$ cat config.mk
export PLATFORM = sky130hd
export DESIGN_NAME = rx_ring_boundary_consumer_core
export DESIGN_NICKNAME = d
export VERILOG_FILES = /design/src/rtl/rrbc_pkg.sv /design/src/rtl/rrbc_cfg_regs.sv /design/src/rtl/rrbc_step.sv /design/src/rtl/rx_ring_boundary_consumer_core.sv
export SDC_FILE = /design/constraint.sdc
export NUM_CORES = 1
export LEC_CHECK = 0
export BUFFER_PORTS_ARGS = -buffer_cell sky130_fd_sc_hd__buf_2
export CAP_MARGIN = 15
export CELL_PAD_IN_SITES_DETAIL_PLACEMENT = 1
export CELL_PAD_IN_SITES_GLOBAL_PLACEMENT = 2
export CORE_MARGIN = 4
export CORE_UTILIZATION = 40
export DETAILED_ROUTE_END_ITERATION = 8
export PLACE_DENSITY_LB_ADDON = 0.08
export SETUP_SLACK_MARGIN = 0.1
export SYNTH_ARGS = -nofsm -noshare
export SYNTH_HDL_FRONTEND = slang
export SYNTH_SLANG_ARGS = --single-unit
$ cat constraint.sdc
create_clock -name aclk -period 14.5 [get_ports aclk]
set_input_delay 0.725 -clock aclk [delete_from_list [all_inputs] [get_ports aclk]]
set_output_delay 0.725 -clock aclk [all_outputs]
set_load 0.05 [all_outputs]
$ cat src/rtl/rrbc_pkg.sv
// Shared types, codes and constants of the receive ring boundary consumer.
package rrbc_pkg;

    localparam int PAGE_BITS    = 8;
    localparam int COUNT_BITS   = 16;
    localparam int LEN_BITS     = 11;
    localparam int ADDR_BITS    = 16;
    localparam int CFG_IDX_BITS = 2;
    localparam int CFG_DATA_BITS = 11;

    localparam int S_TDATA_BITS = 48;
    localparam int M_TDATA_BITS = 96;

    localparam logic [PAGE_BITS-1:0]  RESET_START_PAGE = 8'h46;
    localparam logic [PAGE_BITS-1:0]  RESET_STOP_PAGE  = 8'h80;
    localparam logic [LEN_BITS-1:0]   RESET_MAX_LENGTH = 11'd1518;
    localparam logic [COUNT_BITS-1:0] HEADER_BYTES     = 16'd4;
    localparam logic [COUNT_BITS-1:0] MIN_FRAME_BYTES  = 16'd14;

    typedef enum logic [2:0] {
        ST_EMPTY      = 3'd0,
        ST_FETCH      = 3'd1,
        ST_PACKET_OK  = 3'd2,
        ST_BAD_LINK   = 3'd3,
        ST_RUNT       = 3'd4,
        ST_BAD_LENGTH = 3'd5,
        ST_NO_PENDING = 3'd6
    } status_t;

    typedef enum logic {
        OP_POLL   = 1'b0,
        OP_HEADER = 1'b1
    } op_t;

    localparam logic [CFG_IDX_BITS-1:0] CFG_RING_START = 2'd0;
    localparam logic [CFG_IDX_BITS-1:0] CFG_RING_STOP  = 2'd1;
    localparam logic [CFG_IDX_BITS-1:0] CFG_MAX_LENGTH = 2'd2;

    typedef struct packed {
        logic [PAGE_BITS-1:0] ring_start_page;
        logic [PAGE_BITS-1:0] ring_stop_page;
        logic [LEN_BITS-1:0]  max_frame_length;
    } cfg_t;

    typedef struct packed {
        logic [PAGE_BITS-1:0] boundary;
        logic [PAGE_BITS-1:0] pending_page;
        logic [PAGE_BITS-1:0] latched_current;
        logic                 pending_valid;
    } ring_state_t;

    typedef struct packed {
        op_t                   op;
        logic [PAGE_BITS-1:0]  current_page;
        logic [PAGE_BITS-1:0]  hdr_next_page;
        logic [COUNT_BITS-1:0] hdr_byte_count;
        logic [COUNT_BITS-1:0] capacity;
    } item_t;

    typedef struct packed {
        status_t              status;
        logic [ADDR_BITS-1:0] header_address;
        logic [ADDR_BITS-1:0] first_address;
        logic [LEN_BITS-1:0]  first_length;
        logic [ADDR_BITS-1:0] second_address;
        logic [LEN_BITS-1:0]  second_length;
        logic [LEN_BITS-1:0]  delivered_length;
        logic                 clear_rx_flag;
        logic [PAGE_BITS-1:0] boundary_page;
    } result_t;

endpackage

$ cat src/rtl/rrbc_cfg_regs.sv
// Configuration register file of the receive ring boundary consumer.
module rrbc_cfg_regs (
    input  logic                               aclk,
    input  logic                               aresetn,
    input  logic                               cfg_we,
    input  logic [rrbc_pkg::CFG_IDX_BITS-1:0]  cfg_addr,
    input  logic [rrbc_pkg::CFG_DATA_BITS-1:0] cfg_wdata,
    output rrbc_pkg::cfg_t                     cfg
);
    import rrbc_pkg::*;

    cfg_t cfg_reg;
    cfg_t cfg_next;

    always_comb begin
        cfg_next = cfg_reg;
        if (cfg_we) begin
            unique case (cfg_addr)
                CFG_RING_START: cfg_next.ring_start_page  = cfg_wdata[PAGE_BITS-1:0];
                CFG_RING_STOP:  cfg_next.ring_stop_page   = cfg_wdata[PAGE_BITS-1:0];
                CFG_MAX_LENGTH: cfg_next.max_frame_length = cfg_wdata[LEN_BITS-1:0];
                default:        cfg_next = cfg_reg;
            endcase
        end
    end

    always_ff @(posedge aclk) begin
        if (!aresetn) begin
            cfg_reg.ring_start_page  <= RESET_START_PAGE;
            cfg_reg.ring_stop_page   <= RESET_STOP_PAGE;
            cfg_reg.max_frame_length <= RESET_MAX_LENGTH;
        end else begin
            cfg_reg <= cfg_next;
        end
    end

    assign cfg = cfg_reg;

endmodule

$ cat src/rtl/rrbc_step.sv
// Combinational step logic: one item against the ring state gives a result and the next state.
module rrbc_step (
    input  rrbc_pkg::cfg_t        cfg,
    input  rrbc_pkg::ring_state_t state,
    input  rrbc_pkg::item_t       item,
    output rrbc_pkg::result_t     result,
    output rrbc_pkg::ring_state_t state_next
);
    import rrbc_pkg::*;

    logic [PAGE_BITS-1:0]  b_poll;
    logic [PAGE_BITS-1:0]  next_inc;
    logic [PAGE_BITS-1:0]  fetch_page;
    logic [PAGE_BITS-1:0]  back_curr;
    logic [PAGE_BITS-1:0]  back_link;
    logic [PAGE_BITS-1:0]  back_latched;
    logic                  link_outside;
    logic [COUNT_BITS-1:0] frame;
    logic [LEN_BITS-1:0]   len;
    logic [ADDR_BITS-1:0]  frame_addr;
    logic [ADDR_BITS-1:0]  stop_addr;
    logic [ADDR_BITS-1:0]  room;

    function automatic logic [PAGE_BITS-1:0] wrap_back(input logic [PAGE_BITS-1:0] page,
                                                       input cfg_t c);
        if (page <= c.ring_start_page) begin
            return c.ring_stop_page - 8'd1;
        end
        return page - 8'd1;
    endfunction

    function automatic logic outside_ring(input logic [PAGE_BITS-1:0] page, input cfg_t c);
        return (page < c.ring_start_page) || (page >= c.ring_stop_page);
    endfunction

    assign back_curr    = wrap_back(item.current_page, cfg);
    assign back_link    = wrap_back(item.hdr_next_page, cfg);
    assign back_latched = wrap_back(state.latched_current, cfg);
    assign link_outside = outside_ring(item.hdr_next_page, cfg);

    assign b_poll     = outside_ring(state.boundary, cfg) ? back_curr : state.boundary;
    assign next_inc   = b_poll + 8'd1;
    assign fetch_page = (next_inc >= cfg.ring_stop_page) ? cfg.ring_start_page : next_inc;

    assign frame      = item.hdr_byte_count - HEADER_BYTES;
    assign len        = (frame < item.capacity) ? frame[LEN_BITS-1:0]
                                                : item.capacity[LEN_BITS-1:0];
    assign frame_addr = {state.pending_page, HEADER_BYTES[7:0]};
    assign stop_addr  = {cfg.ring_stop_page, 8'h00};
    assign room       = (frame_addr < stop_addr) ? stop_addr - frame_addr : '0;

    always_comb begin
        result               = '0;
        result.status        = ST_EMPTY;
        state_next           = state;
        if (item.op == OP_POLL) begin
            state_next.pending_valid = 1'b0;
            state_next.boundary      = b_poll;
            priority if (fetch_page < cfg.ring_start_page) begin
                state_next.boundary = back_curr;
            end else if (fetch_page == item.current_page) begin
                result.clear_rx_flag = 1'b1;
            end else begin
                result.status              = ST_FETCH;
                result.header_address      = {fetch_page, 8'h00};
                state_next.pending_page    = fetch_page;
                state_next.latched_current = item.current_page;
                state_next.pending_valid   = 1'b1;
            end
        end else if (!state.pending_valid) begin
            result.status = ST_NO_PENDING;
        end else begin
            state_next.pending_valid = 1'b0;
            state_next.boundary      = back_link;
            priority if (link_outside) begin
                state_next.boundary = back_latched;
                result.status       = ST_BAD_LINK;
            end else if (item.hdr_byte_count < HEADER_BYTES) begin
                result.status        = ST_RUNT;
                result.clear_rx_flag = 1'b1;
            end else if ((frame < MIN_FRAME_BYTES) ||
                         (frame > {5'd0, cfg.max_frame_length})) begin
                result.status = ST_BAD_LENGTH;
            end else begin
                result.status           = ST_PACKET_OK;
                result.clear_rx_flag    = 1'b1;
                result.first_address    = frame_addr;
                result.second_address   = {cfg.ring_start_page, 8'h00};
                result.delivered_length = len;
                if ({5'd0, len} <= room) begin
                    result.first_length = len;
                end else begin
                    // Room is below the length here, so it fits the length width.
                    result.first_length  = room[LEN_BITS-1:0];
                    result.second_length = len - room[LEN_BITS-1:0];
                end
            end
        end
        result.boundary_page = state_next.boundary;
    end

endmodule

$ cat src/rtl/rx_ring_boundary_consumer_core.sv
// Top level of the receive ring boundary consumer: item register, step logic, result register.
//
//   Channel   Direction  Handshake          Payload
//   s_        in         s_tvalid/s_tready  s_tuser op, s_tdata header and poll fields
//   m_        out        m_tvalid/m_tready  m_tuser status, m_tdata addresses and lengths
//   cfg_      in         cfg_we             cfg_addr register index, cfg_wdata value
//
// Every item passes the item register and then the result register on its way
// from acceptance to its result. The step logic between them is a few 8- and
// 16-bit compares and subtracts, so one item is accepted per cycle unless m_tready stalls the result.
// aresetn is synchronous and active low; it restores the register defaults,
// sets the boundary to the reset ring start and drops any pending header.
// A stalled result holds in the result register while the item register
// still takes one more item; the input stalls only when both are full.
module rx_ring_boundary_consumer_core (
    input  logic                               aclk,
    input  logic                               aresetn,
    // Input items.
    input  logic                               s_tvalid,
    output logic                               s_tready,
    // From bit 0: current_page[8], hdr_next_page[8], hdr_byte_count[16], capacity[16].
    input  logic [rrbc_pkg::S_TDATA_BITS-1:0]  s_tdata,
    // From bit 0: op[1].
    input  logic                               s_tuser,
    // Result items.
    output logic                               m_tvalid,
    input  logic                               m_tready,
    // From bit 0: header_address[16], first_address[16], first_length[11],
    // second_address[16], second_length[11], delivered_length[11],
    // clear_rx_flag[1], boundary_page[8], zero fill[6].
    output logic [rrbc_pkg::M_TDATA_BITS-1:0]  m_tdata,
    // From bit 0: status[3].
    output logic [2:0]                         m_tuser,
    // Configuration writes.
    input  logic                               cfg_we,
    input  logic [rrbc_pkg::CFG_IDX_BITS-1:0]  cfg_addr,
    input  logic [rrbc_pkg::CFG_DATA_BITS-1:0] cfg_wdata
);
    import rrbc_pkg::*;

    cfg_t        cfg;
    ring_state_t state_reg;
    ring_state_t state_next;
    ring_state_t step_state;
    item_t       item_reg;
    item_t       s_item;
    logic        item_valid_reg;
    result_t     result_reg;
    result_t     step_result;
    logic        out_valid_reg;
    logic        advance;
    logic        s_accept;

    rrbc_cfg_regs u_cfg (
        .aclk      (aclk),
        .aresetn   (aresetn),
        .cfg_we    (cfg_we),
        .cfg_addr  (cfg_addr),
        .cfg_wdata (cfg_wdata),
        .cfg       (cfg)
    );

    // Unpack the incoming item.
    assign s_item.op             = op_t'(s_tuser);
    assign s_item.current_page   = s_tdata[7:0];
    assign s_item.hdr_next_page  = s_tdata[15:8];
    assign s_item.hdr_byte_count = s_tdata[31:16];
    assign s_item.capacity       = s_tdata[47:32];

    // The held item moves into the result register whenever that register is free
    // or is being emptied in this cycle; the ring state updates in the same cycle,
    // so the next item always sees the state its predecessor left.
    assign advance  = item_valid_reg && (!out_valid_reg || m_tready);
    assign s_tready = !item_valid_reg || advance;
    assign s_accept = s_tvalid && s_tready;

    rrbc_step u_step (
        .cfg        (cfg),
        .state      (state_reg),
        .item       (item_reg),
        .result     (step_result),
        .state_next (step_state)
    );

    assign state_next = advance ? step_state : state_reg;

    always_ff @(posedge aclk) begin
        if (!aresetn) begin
            item_valid_reg            <= 1'b0;
            out_valid_reg             <= 1'b0;
            state_reg.boundary        <= RESET_START_PAGE;
            state_reg.pending_page    <= '0;
            state_reg.latched_current <= '0;
            state_reg.pending_valid   <= 1'b0;
        end else begin
            state_reg <= state_next;
            if (s_accept) begin
                item_valid_reg <= 1'b1;
            end else if (advance) begin
                item_valid_reg <= 1'b0;
            end
            if (advance) begin
                out_valid_reg <= 1'b1;
            end else if (m_tready) begin
                out_valid_reg <= 1'b0;
            end
        end
    end

    always_ff @(posedge aclk) begin
        if (s_accept) begin
            item_reg <= s_item;
        end
        if (advance) begin
            result_reg <= step_result;
        end
    end

    assign m_tvalid = out_valid_reg;
    assign m_tuser  = result_reg.status;
    assign m_tdata  = {6'd0,
                       result_reg.boundary_page,
                       result_reg.clear_rx_flag,
                       result_reg.delivered_length,
                       result_reg.second_length,
                       result_reg.second_address,
                       result_reg.first_length,
                       result_reg.first_address,
                       result_reg.header_address};

    // A pending header is only ever armed together with a fetch result.
    a_pending_from_fetch: assert property (@(posedge aclk) disable iff (!aresetn)
        $rose(state_reg.pending_valid) |-> (out_valid_reg && result_reg.status == ST_FETCH))
        else $error("pending header armed without a fetch result");

    // The two read pieces of a good packet add up to the delivered length.
    a_split_sums: assert property (@(posedge aclk) disable iff (!aresetn)
        (out_valid_reg && result_reg.status == ST_PACKET_OK) |->
        ({1'b0, result_reg.first_length} + {1'b0, result_reg.second_length} ==
         {1'b0, result_reg.delivered_length}))
        else $error("read split does not sum to delivered length");

    // Only a good packet reports a delivered length.
    a_len_only_ok: assert property (@(posedge aclk) disable iff (!aresetn)
        (out_valid_reg && result_reg.status != ST_PACKET_OK) |->
        (result_reg.delivered_length == '0 && result_reg.second_length == '0))
        else $error("length reported on a result that is not a good packet");

endmodule

==> flow_metrics.tcl <==
set metrics [dict create \
    drt_first_pass_iters 4 \
    fin_hold_ws_ps 446 \
    finalHoldViolCount 0 \
    rr_worst_depth 28 \
    slew_viol_final 0 \
    drive_gt1_share_pct 17.2 \
    grt_pass1_vias 9229 \
    grt_pass1_wl_um 54900 \
    cts_buffer_depth 2 \
    async_flop_share_pct 0 \
    cts_root_buf "clkbuf_16" \
    syn_avg_cell_area_um2 9.78 \
    cp_slowest_cell "a2111oi_1" \
    placementRows 61 \
    num_io_pins 168 \
    synth-edff-count 119 \
    holdCritStartpoint "s_tdata[4]" \
    worst_pin_slew_ps 1140 \
    peakVddDrop_mv 0.0646 \
    holdBufCountCts 0 \
    regToRegSetupSlack_ps 6000 \
    critical_path.reg2reg.endpoint "m_tdata[89]" \
    grt_overflow 0 \
    register_area_um2 4650 \
    final_common_cell "buf_2" \
    pre_cts_ws_ps 6200 \
    fin_ws_ps 6000 \
    die_x_um 177 \
    critPathMaxFanout 14 \
    fmax_mhz 118 \
    routabilityCongestion 0.964 \
    hpwl_um 27600 \
    cts_buffers 17 \
    wl_um 35700 \
    grt_max_degree 73 \
    post_cts_resized 0 \
    cts_sinks 173 \
    ys_seq_area_share_pct 40.9 \
    status "completed" \
    die-area_um2 31200 \
    cts.clk_slew.worst_paths_ps 80 \
    dp_cells 1651 \
    grt_usage_pct 23.0 \
    critical_path_class "flop to flop" \
    multi_input_area_um2 6130 \
    fin_nets 1472 \
    placed_area_um2 12300 \
    fin_area_um2 12900 \
    relSlewSlack_pct 23.8 \
    core_um2 27900 \
    utilization_pct 46.3 \
    p_leak_nw 5.64 \
    arrival_ps 8680 \
    worstHoldPathType "input pin to flop" \
    power.density_nw_per_um2 147 \
    ys_seq_elements 173 \
    min_path_cells 1 \
    routed_via_density 5.35 \
    fill_cells 3247 \
    max_stage_delay_ps 850 \
    synth_mux_area_share_pct 5.86 \
    synth_cell_types 84 \
    worstPathRequired_ps 14690 \
    final_cell_mix "buf_2 (138), edfxtp_1 (119), nand2_1 (113), ha_1 (111), nor2_1 (100)" \
    diodes 0 \
    finalPower_mw 1.89 \
    synth_top_family_by_area "simple AND/OR/NAND/NOR gates" \
    drt-initial-drc-count 500 \
    synthCells 1164 \
    fin_crit_sh_pct 58.6 \
    wire_per_inst_um 21.2 \
    largest_reg_flops 67 \
    critical_path.startpoint_type "flop" \
    fp.dieH_um 177 \
    synthAdderAreaFrac_pct 12.6 \
    yosys_warnings 0 \
    cp-end-kind "flop" \
    postRouteAntennaNets 0 \
    port_buffers 138 \
    vias 9000 \
    netlist_area_um2 11400 \
    drv_cap 0 \
    synth_ff_type "edfxtp_1" \
    setup_violations 0 \
    cp_common_cell "ha_1" \
    final_cells 1683 \
    hold_end "item_reg[44]" \
    setup_tns_ps 0 \
    initial_core_util_pct 40.7 \
    cts_tree "built" \
    r2r_start "u_cfg.cfg[16]" \
    clk_latency_ps 450 \
    synth_compound_area_share_pct 13.7 \
    period_needed_ps 8500 \
    synthXorXnorAreaFrac_pct 5.25 \
    synthSimpleGateAreaFrac_pct 15.4 \
    rsz0062_at_grt "false" \
    antenna_found_initial 0 \
    htree_levels 4 \
    area_growth_pct 13.6 \
    clock_skew_ps 16.7 \
    post_cts_buffers 0 \
    drc 0 \
]
==> worst max path at each step <==
| stage | startpoint | to |
|---|---|---|
| 6_report | u_cfg.cfg[16] | m_tdata[89] |
| 5_1_grt | u_cfg.cfg[16] | m_tdata[84] |
| 4_1_cts | u_cfg.cfg[16] | m_tdata[84] |
| 3_5_place_dp | u_cfg.cfg[16] | m_tdata[84] |
| 3_3_place_gp | u_cfg.cfg[16] | m_tdata[84] |
| 2_1_floorplan | u_cfg.cfg[16] | state_reg[24] |
==> cells by family after synthesis <==
group                      after synthesis
adders and majority gates              113
other                                    1
muxes                                   65
AOI/OAI and AO/OA                      228
buffers and inverters                  152
and+or+nand+nor                        367
DFF                                    173
xor gates and xnor gates                65
==> power by group <==
group	leakage, nW	switching [mW]	internal, mW
Combinational	3.75	0.523	0.285
Sequential	1.60	0.0391	0.576
Clock	0.288	0.239	0.233
==> worst max-delay path, delay by kind of cell, from the launching register on <==
kind	cells	cell delay [ps]
flops	1	470
compound gates	12	3390
fa+ha+maj	4	1280
simple gates	10	2650
buf+inv	1	210
xor+xnor	1	240
==> metal layers <==
metal / global-route usage (%) / part of all wire, % / vias up
li1: - / - / 4376
met1: 32.9 / 48 / 4372
met2: 36.7 / 46 / 214
met3: 3.10 / 4.1 / 38
met4: 6.64 / 2.1 / 0
met5: 0 / 0 / -
==> layout make-up <==
cell class / instances / area share (%)
multi-input cells: 867 / 47.4
flip-flops and latches: 173 / 36.0
repair buffers: 147 / 5.86
well taps: 378 / 3.66
clock buffers: 17 / 3.29
inverters: 86 / 2.50
clock inverters: 15 / 1.29
==> cells in the mapped netlist (all sizes together) (3+ instances only) <==
| library cell | number | area, um^2 |
|---|---|---|
| o21ai | 43 | 219 |
| a211oi | 11 | 100 |
| o211ai | 18 | 140 |
| xor2 | 26 | 228 |
| o2111ai | 4 | 35.0 |
| o32ai | 3 | 26.3 |
| nor4 | 10 | 62.6 |
| or4 | 3 | 22.5 |
| nor3 | 40 | 220 |
| o31ai | 4 | 30.0 |
| nor2b | 20 | 125 |
| a31oi | 5 | 61.3 |
| buf | 39 | 292 |
| nand4 | 16 | 106 |
| edfxtp | 119 | 3570 |
| a311oi | 3 | 26.3 |
| inv | 85 | 319 |
| nor2 | 102 | 388 |
| and2 | 12 | 75.1 |
| ha | 111 | 1390 |
| nand3b | 3 | 22.5 |
| a21oi | 66 | 345 |
| o22ai | 4 | 25.0 |
| nand3 | 15 | 75.1 |
| nor3b | 5 | 42.5 |
| mux2i | 52 | 521 |
| or2 | 4 | 25.0 |
| a21o | 20 | 150 |
| o21a | 17 | 128 |
| a21boi | 3 | 22.5 |
| clkbuf | 27 | 101 |
| mux2 | 13 | 146 |
| nand2b | 12 | 75.1 |
| dfxtp | 54 | 1080 |
| xnor2 | 37 | 324 |
| nand2 | 113 | 424 |
| or3 | 6 | 37.5 |
(Power assumes the default switching activity.)
